===== src/rtl/assert_macros.svh =====
// assertion macros used by the stack top level
`ifndef ASSERT_MACROS_SVH
`define ASSERT_MACROS_SVH

// implication checked outside reset
`define STK_ASSERT_IMP(lbl, ante, cons) \
  lbl: assert property (@(posedge clk) disable iff (rst) (ante) |-> (cons)) \
    else $error("stack assertion failed");

// condition that must hold in the cycle after reset
`define STK_ASSERT_RST(lbl, cons) \
  lbl: assert property (@(posedge clk) rst |=> (cons)) \
    else $error("stack reset assertion failed");

`endif


===== src/rtl/stk_pkg.sv =====
// shared types and constants of the indexed lifo stack
package stk_pkg;

  localparam int DEPTH    = 8;
  localparam int ADDR_W   = (DEPTH > 1) ? $clog2(DEPTH) : 1;
  localparam int CNT_W    = $clog2(DEPTH + 1);
  localparam int DATA_W   = 32;
  localparam int POS_W    = 8;
  localparam int FUNC_W   = 3;
  localparam int COUNT_W  = 4;
  localparam int QUEUE_DEPTH = 2;
  localparam int QPTR_W   = 1;
  localparam int QCNT_W   = 2;

  typedef enum logic [FUNC_W-1:0] {
    OP_PUSH    = 3'd0,
    OP_POP     = 3'd1,
    OP_PEEK    = 3'd2,
    OP_DISPLAY = 3'd3,
    OP_CHANGE  = 3'd4,
    OP_PEEP    = 3'd5
  } op_t;

  typedef enum logic [1:0] {
    ST_OK       = 2'd0,
    ST_OVERFLOW = 2'd1,
    ST_EMPTY    = 2'd2,
    ST_BADPOS   = 2'd3
  } status_t;

  typedef struct packed {
    op_t               op;
    logic [DATA_W-1:0] value;
    logic [POS_W-1:0]  position;
  } cmd_t;

  typedef struct packed {
    status_t            status;
    logic [DATA_W-1:0]  data;
    logic [COUNT_W-1:0] count;
    logic               last;
  } result_t;

  typedef struct packed {
    logic [CNT_W-1:0] fill;
    logic             disp_active;
  } back_stat_t;

endpackage


===== src/rtl/stk_front.sv =====
// front end: accepts items, drops unused codes, queues commands
module stk_front (
  input  logic                       clk,
  input  logic                       rst,
  input  logic [stk_pkg::FUNC_W-1:0] func,
  input  logic [stk_pkg::DATA_W-1:0] value,
  input  logic [stk_pkg::POS_W-1:0]  position,
  input  logic                       push,
  output logic                       full,
  output logic                       cmd_valid,
  output stk_pkg::cmd_t              cmd,
  input  logic                       cmd_take
);
  import stk_pkg::*;

  cmd_t              q [QUEUE_DEPTH];
  logic [QPTR_W-1:0] wr_ptr;
  logic [QPTR_W-1:0] rd_ptr;
  logic [QCNT_W-1:0] cnt;
  logic              op_ok;
  logic              keep;
  logic              take;

  always_comb begin
    case (op_t'(func))
      OP_PUSH, OP_POP, OP_PEEK, OP_DISPLAY, OP_CHANGE, OP_PEEP: op_ok = 1'b1;
      default: op_ok = 1'b0;
    endcase
  end

  assign full      = (cnt == QCNT_W'(QUEUE_DEPTH));
  assign keep      = push && !full && op_ok;
  assign cmd_valid = (cnt != '0);
  assign take      = cmd_take && cmd_valid;
  assign cmd       = q[rd_ptr];

  always_ff @(posedge clk) begin
    if (keep) begin
      q[wr_ptr] <= '{op: op_t'(func), value: value, position: position};
    end
  end

  always_ff @(posedge clk) begin
    if (rst) begin
      wr_ptr <= '0;
      rd_ptr <= '0;
      cnt    <= '0;
    end else begin
      if (keep) wr_ptr <= wr_ptr + 1'b1;
      if (take) rd_ptr <= rd_ptr + 1'b1;
      case ({keep, take})
        2'b10:   cnt <= cnt + 1'b1;
        2'b01:   cnt <= cnt - 1'b1;
        default: cnt <= cnt;
      endcase
    end
  end

endmodule


===== src/rtl/stk_back.sv =====
// back end: stack storage and command execution
module stk_back (
  input  logic                clk,
  input  logic                rst,
  input  logic                cmd_valid,
  input  stk_pkg::cmd_t       cmd,
  output logic                cmd_take,
  input  logic                res_space,
  output logic                res_valid,
  output stk_pkg::result_t    res,
  output stk_pkg::back_stat_t stat
);
  import stk_pkg::*;

  logic [DATA_W-1:0] store [DEPTH];
  logic [CNT_W-1:0]  fill;
  logic [CNT_W-1:0]  fill_next;
  logic [CNT_W-1:0]  cur;
  logic [CNT_W-1:0]  cur_next;
  logic              disp_active;
  logic              disp_active_next;
  logic [POS_W-1:0]  fill_ext;
  logic              pos_bad;
  logic [POS_W-1:0]  pos_slot;
  logic [CNT_W-1:0]  disp_idx;
  logic [ADDR_W-1:0] rd_addr;
  logic [ADDR_W-1:0] wr_addr;
  logic              wr_en;
  logic              go;

  assign go       = cmd_valid && res_space;
  assign fill_ext = POS_W'(fill);
  assign pos_bad  = (cmd.position == '0) || (cmd.position > fill_ext);
  assign pos_slot = fill_ext - cmd.position;
  assign disp_idx = disp_active ? cur : fill;

  always_comb begin
    fill_next        = fill;
    cur_next         = cur;
    disp_active_next = disp_active;
    rd_addr          = ADDR_W'(fill - 1'b1);
    wr_addr          = ADDR_W'(fill);
    wr_en            = 1'b0;
    cmd_take         = 1'b0;
    res_valid        = 1'b0;
    res.status       = ST_OK;
    res.data         = '0;
    res.last         = 1'b1;
    case (cmd.op)
      OP_PUSH: begin
        if (fill == CNT_W'(DEPTH)) begin
          res.status = ST_OVERFLOW;
        end else begin
          wr_en     = go;
          fill_next = go ? fill + 1'b1 : fill;
        end
        res_valid = go;
        cmd_take  = go;
      end
      OP_POP, OP_PEEK: begin
        if (fill == '0) begin
          res.status = ST_EMPTY;
        end else begin
          res.data = store[rd_addr];
          if (go && cmd.op == OP_POP) fill_next = fill - 1'b1;
        end
        res_valid = go;
        cmd_take  = go;
      end
      OP_DISPLAY: begin
        rd_addr   = ADDR_W'(disp_idx - 1'b1);
        res_valid = go;
        if (fill == '0) begin
          res.status = ST_EMPTY;
          cmd_take   = go;
        end else begin
          res.data = store[rd_addr];
          res.last = (disp_idx == CNT_W'(1));
          cmd_take = go && res.last;
          if (go) begin
            disp_active_next = !res.last;
            cur_next         = disp_idx - 1'b1;
          end
        end
      end
      OP_CHANGE: begin
        wr_addr = ADDR_W'(pos_slot);
        if (pos_bad) res.status = ST_BADPOS;
        else         wr_en      = go;
        res_valid = go;
        cmd_take  = go;
      end
      OP_PEEP: begin
        rd_addr = ADDR_W'(pos_slot);
        if (pos_bad) res.status = ST_BADPOS;
        else         res.data   = store[rd_addr];
        res_valid = go;
        cmd_take  = go;
      end
      default: begin
        cmd_take = cmd_valid;
      end
    endcase
    res.count = COUNT_W'(fill_next);
  end

  always_ff @(posedge clk) begin
    if (wr_en) store[wr_addr] <= cmd.value;
  end

  always_ff @(posedge clk) begin
    if (rst) begin
      fill        <= '0;
      cur         <= '0;
      disp_active <= 1'b0;
    end else begin
      fill        <= fill_next;
      cur         <= cur_next;
      disp_active <= disp_active_next;
    end
  end

  assign stat.fill        = fill;
  assign stat.disp_active = disp_active;

endmodule


===== src/rtl/stk_outq.sv =====
// two-entry result queue feeding the result ports
module stk_outq (
  input  logic             clk,
  input  logic             rst,
  input  logic             res_valid,
  input  stk_pkg::result_t res,
  output logic             res_space,
  output stk_pkg::result_t head,
  output logic             empty,
  input  logic             pop
);
  import stk_pkg::*;

  result_t           q [QUEUE_DEPTH];
  logic [QPTR_W-1:0] wr_ptr;
  logic [QPTR_W-1:0] rd_ptr;
  logic [QCNT_W-1:0] cnt;
  logic              wr;
  logic              rd;

  assign res_space = (cnt != QCNT_W'(QUEUE_DEPTH));
  assign empty     = (cnt == '0);
  assign wr        = res_valid && res_space;
  assign rd        = pop && !empty;
  assign head      = q[rd_ptr];

  always_ff @(posedge clk) begin
    if (wr) q[wr_ptr] <= res;
  end

  always_ff @(posedge clk) begin
    if (rst) begin
      wr_ptr <= '0;
      rd_ptr <= '0;
      cnt    <= '0;
    end else begin
      if (wr) wr_ptr <= wr_ptr + 1'b1;
      if (rd) rd_ptr <= rd_ptr + 1'b1;
      case ({wr, rd})
        2'b10:   cnt <= cnt + 1'b1;
        2'b01:   cnt <= cnt - 1'b1;
        default: cnt <= cnt;
      endcase
    end
  end

endmodule


===== src/rtl/lifo_stack_with_indexed_access_top.sv =====
// top level of the bounded lifo stack with indexed access
//
// input channel: func, value and position, with push and full. a transfer
//   happens at a clock edge with push high and full low. codes 6 and 7 are
//   taken and dropped without a result
// result channel: status, data, count and last, with empty and pop. the
//   oldest result sits on the ports while empty is low; a transfer happens
//   at a clock edge with pop high and empty low
// path: the command queue registers each item and the result queue its result
// throughput: one item per cycle for push, pop, peek, change and peep while
//   the result queue has room; a display of n entries gives n results from
//   the execute stage, one at a time, with last marking the final one. the
//   execute stage and its single read of the eight-entry register file set this rate
// a two-entry command queue sits between intake and execute, and a
//   two-entry result queue between execute and the result ports, so either
//   side may stall on its own. when the receiver stops popping, the result
//   queue fills, then the command queue, then full rises
// reset (rst, synchronous): empties both queues and the stack; store words
//   are not cleared, only entries below the fill level are ever read
module lifo_stack_with_indexed_access_top (
  input  logic                clk,
  input  logic                rst,
  input  logic [2:0]          func,
  input  logic signed [31:0]  value,
  input  logic [7:0]          position,
  input  logic                push,
  output logic                full,
  output logic [1:0]          status,
  output logic signed [31:0]  data,
  output logic [3:0]          count,
  output logic                last,
  output logic                empty,
  input  logic                pop
);
  import stk_pkg::*;

  `include "assert_macros.svh"

  // front to back command path
  logic       cmd_valid;
  cmd_t       cmd;
  logic       cmd_take;

  // back to result queue path
  logic       res_valid;
  result_t    res;
  logic       res_space;
  result_t    head;
  back_stat_t stat;

  stk_front u_front (
    .clk       (clk),
    .rst       (rst),
    .func      (func),
    .value     (value),
    .position  (position),
    .push      (push),
    .full      (full),
    .cmd_valid (cmd_valid),
    .cmd       (cmd),
    .cmd_take  (cmd_take)
  );

  stk_back u_back (
    .clk       (clk),
    .rst       (rst),
    .cmd_valid (cmd_valid),
    .cmd       (cmd),
    .cmd_take  (cmd_take),
    .res_space (res_space),
    .res_valid (res_valid),
    .res       (res),
    .stat      (stat)
  );

  stk_outq u_outq (
    .clk       (clk),
    .rst       (rst),
    .res_valid (res_valid),
    .res       (res),
    .res_space (res_space),
    .head      (head),
    .empty     (empty),
    .pop       (pop)
  );

  // result fields straight from the queue head
  assign status = head.status;
  assign data   = head.data;
  assign count  = head.count;
  assign last   = head.last;

  // fill level never goes past the stack depth
  `STK_ASSERT_IMP(a_fill_bound, 1'b1, stat.fill <= CNT_W'(DEPTH))
  // a display walk is only in progress on a non-empty stack
  `STK_ASSERT_IMP(a_disp_nonempty, stat.disp_active, stat.fill != '0)
  // a shown result never reports more entries than the depth
  `STK_ASSERT_IMP(a_count_bound, !empty, count <= COUNT_W'(DEPTH))
  // after reset the result queue is empty, full is low and no display runs
  `STK_ASSERT_RST(a_reset_clear, empty && !full && !stat.disp_active)

endmodule


===== config.mk =====
export PLATFORM = sky130hd
export DESIGN_NAME = lifo_stack_with_indexed_access_top
export DESIGN_NICKNAME = d
export VERILOG_FILES = /design/src/rtl/stk_pkg.sv /design/src/rtl/stk_front.sv /design/src/rtl/stk_back.sv /design/src/rtl/stk_outq.sv /design/src/rtl/lifo_stack_with_indexed_access_top.sv
export VERILOG_INCLUDE_DIRS = /design/src /design/src/rtl
export SDC_FILE = /design/constraint.sdc
export NUM_CORES = 1
export LEC_CHECK = 0
export BUFFER_PORTS_ARGS = -buffer_cell sky130_fd_sc_hd__buf_2
export CAP_MARGIN = 20
export CORE_ASPECT_RATIO = 0.8
export CORE_MARGIN = 1.5
export CORE_UTILIZATION = 45
export DETAILED_ROUTE_END_ITERATION = 10
export PLACE_DENSITY = 0.63
export SYNTH_ARGS = -nofsm -noshare
export SYNTH_HDL_FRONTEND = slang
export SYNTH_HIERARCHICAL = 1
export SYNTH_SLANG_ARGS = --single-unit

===== constraint.sdc =====
create_clock -name clk -period 6.4 [get_ports clk]
set_input_delay 1.6 -clock clk [delete_from_list [all_inputs] [get_ports clk]]
set_output_delay 1.6 -clock clk [all_outputs]
set_load 0.02 [all_outputs]

==> impl_metrics.toml <==
[run_status]
status = "complete, no violations"

[drt]
wl_mm = 50.0
vias_per_cell = 6.25
wl_per_cell_um = 26.4
drt_first_pass_iters = 5
via_count = 11800
ant_nets = 0
drc_errors = 0
drt_iter0_drc = 881

[worst_setup_path]
crit_type = "reg -> reg"
reg2reg_setup_slack_ns = 2.34
cp_max_fo = 32
worstPathRequired_ns = 6.60
start_kind = "register"
cp.arrival_ns = 4.25
cp-end-kind = "register"

[clock_tree]
cts_resized = 0
cts_buffers = 45
htreeDepth = 2
insertion_delay_ns = 0.58
cts_hold_buf = 0
post-cts-setup-buffer-count = 0
clockRootBuffer = "clkbuf_16"
cts.sinks = 439
clock_path_buffers = 3
clk_pin_slew_ns = 0.06
cts_tree = "yes"

[place]
port_buffers = 87
gp_congestion = 0.838
post-dp-hpwl_mm = 29.2

[global_route]
grt_pass1_wl_mm = 75.2
track_usage_pct = 21.0
grt-ovfl-total = 0
antenna_found_initial = 0
grt_pass1_vias = 12100
grt_max_degree = 51

[sta]
tns_ns = 0
worst_slew_pin_slew_ns = 1.13
slew_headroom_pct = 24.6
setup_violations = 0
drv_slew = 0
max_freq_mhz = 247
whs_ns = 0.506
rsz0062_at_grt = "no"
finalHoldViolCount = 0
finalCritPeriodShare_pct = 63.4
fin_worst_skew_ns = 0.0159
min_period_ns = 4.06

[power]
p_clk_share_pct = 28.1
p_leak_nw = 7.83
seq_power_share_pct = 41.2
netSwitchingFraction_pct = 30.3
p_per_area_nw_per_um2 = 381
switchingPower_mw = 2.72
peakVddDrop_mv = 0.234
finalPower_mw = 8.97
comb_power_share_pct = 30.7
intPower_mw = 6.25

[floorplan]
rows = 70
dieArea_um2 = 48000
core_area_um2 = 45900
io_pins = 88
die_h_um = 196
start_util_pct = 45.8
dieWidth_um = 245

[synth]
syn_area_per_cell_um2 = 18.0
yosys_warnings = 6
synth_nets = 1229
synthesis.instances = 1169
syn_area_um2 = 21000

[run]
maxCapViolCount = 0

[cells_and_area]
areaGrowthSynthToFinish_pct = 12.0
antenna_cells = 0
nets = 1308
drive_above_1_share_pct = 35.6
final_core_utilization_pct = 51.3
fill_cells = 3689

[worst_hold_path]
hp-class = "reg -> reg"
min_from = "u_back/cur[0]$_SDFFE_PP0P_"
cell usage in the layout, fill, tap and decap left out, types with 3 or more instances in the layout:
master,n
edfxtp_1,420
mux4_2,160
mux2i_1,97
buf_2,87
mux2_2,84
nand2_1,52
clkbuf_16,45
o22a_1,32
a22oi_1,32
o2111ai_1,32
buf_4,29
nor2_1,16
dfxtp_1,16
clkinv_2,10
ha_1,10
inv_1,9
o21ai_0,9
a21oi_1,9
xnor2_1,9
clkbuf_1,8
clkinv_1,8
nand2b_1,7
nor3_1,7
nand3_1,7
a31oi_1,6
bufinv_16,4
a211oi_1,4
nand3b_1,4
or3_1,4
nor3_2,4
nor4_2,4
clkinvlp_4,3
nor2b_1,3
routing by layer:
layer | vias to the layer above | track usage (%) | share of wire, %
met5 | - | 0 | 0
met4 | 0 | 7.00 | 2.3
met3 | 88 | 4.33 | 7.5
met2 | 485 | 33.1 | 47
met1 | 6177 | 29.3 | 43
li1 | 5077 | - | -
registers in the layout, indices dropped and copies added, names as in the netlist, named ones only:
name                count
u_front/q              86
u_back/fill             4
u_outq/rd_ptr           1
u_front/wr_ptr          1
u_outq/wr_ptr           1
u_back/disp_active      1
u_front/rd_ptr          1
u_front/cnt             2
u_outq/cnt              2
u_back/cur              4
u_outq/q               78
u_back/store          256
through the flow:
| stage | cells | area [um2] | setup WS (ns) |
|---|---|---|---|
| final | 1893 | 23600 | 2.34 |
| after global routing | 1893 | 23600 | 2.04 |
| after CTS | 1893 | 23600 | 2.29 |
| after detailed placement | 1813 | 22200 | 2.32 |
| after global placement | 1812 | 22100 | 2.41 |
| after floorplan | 1169 | 21000 | 0.319 |
area by class of cell:
cell class | instances | area, um2 | share of cell area (%)
sequential | 439 | 13000 | 55.2
multi-input combinational | 633 | 7650 | 32.5
clock buffer | 54 | 1170 | 4.97
tap | 612 | 766 | 3.25
timing repair buffer | 118 | 693 | 2.94
clock inverter | 26 | 231 | 0.983
inverter | 11 | 41.3 | 0.175
power by group through the flow:
| stage | clock network [mW] | logic (mW) | registers, mW |
|---|---|---|---|
| floorplan | 0 | 2.10 | 3.70 |
| global placement | 0 | 2.73 | 3.75 |
| detailed placement | 0 | 2.78 | 3.76 |
| CTS | 2.58 | 2.79 | 3.70 |
| global route | 2.69 | 2.96 | 3.72 |
| finish | 2.52 | 2.76 | 3.69 |
critical path, stage by stage, from the launching register on:
cell and delay (ns):
dfxtp_2 0.71, mux2_2 0.44, ha_1 0.20, inv_1 0.07
fa_2 0.24, xor2_4 0.85, nand2_1 0.10, o32a_1 0.25
nor4_2 0.21, buf_4 0.57
worst paths after layout:
path / depth (start not counted) / endpoint
max reg2reg: 9 / u_back/store[5][30]$_DFFE_PP_
min reg2reg: 2 / u_back/cur[0]$_SDFFE_PP0P_
max: 9 / u_back/store[5][30]$_DFFE_PP_
min: 2 / u_back/cur[0]$_SDFFE_PP0P_
No activity file was read; power rests on OpenSTA's default activity.
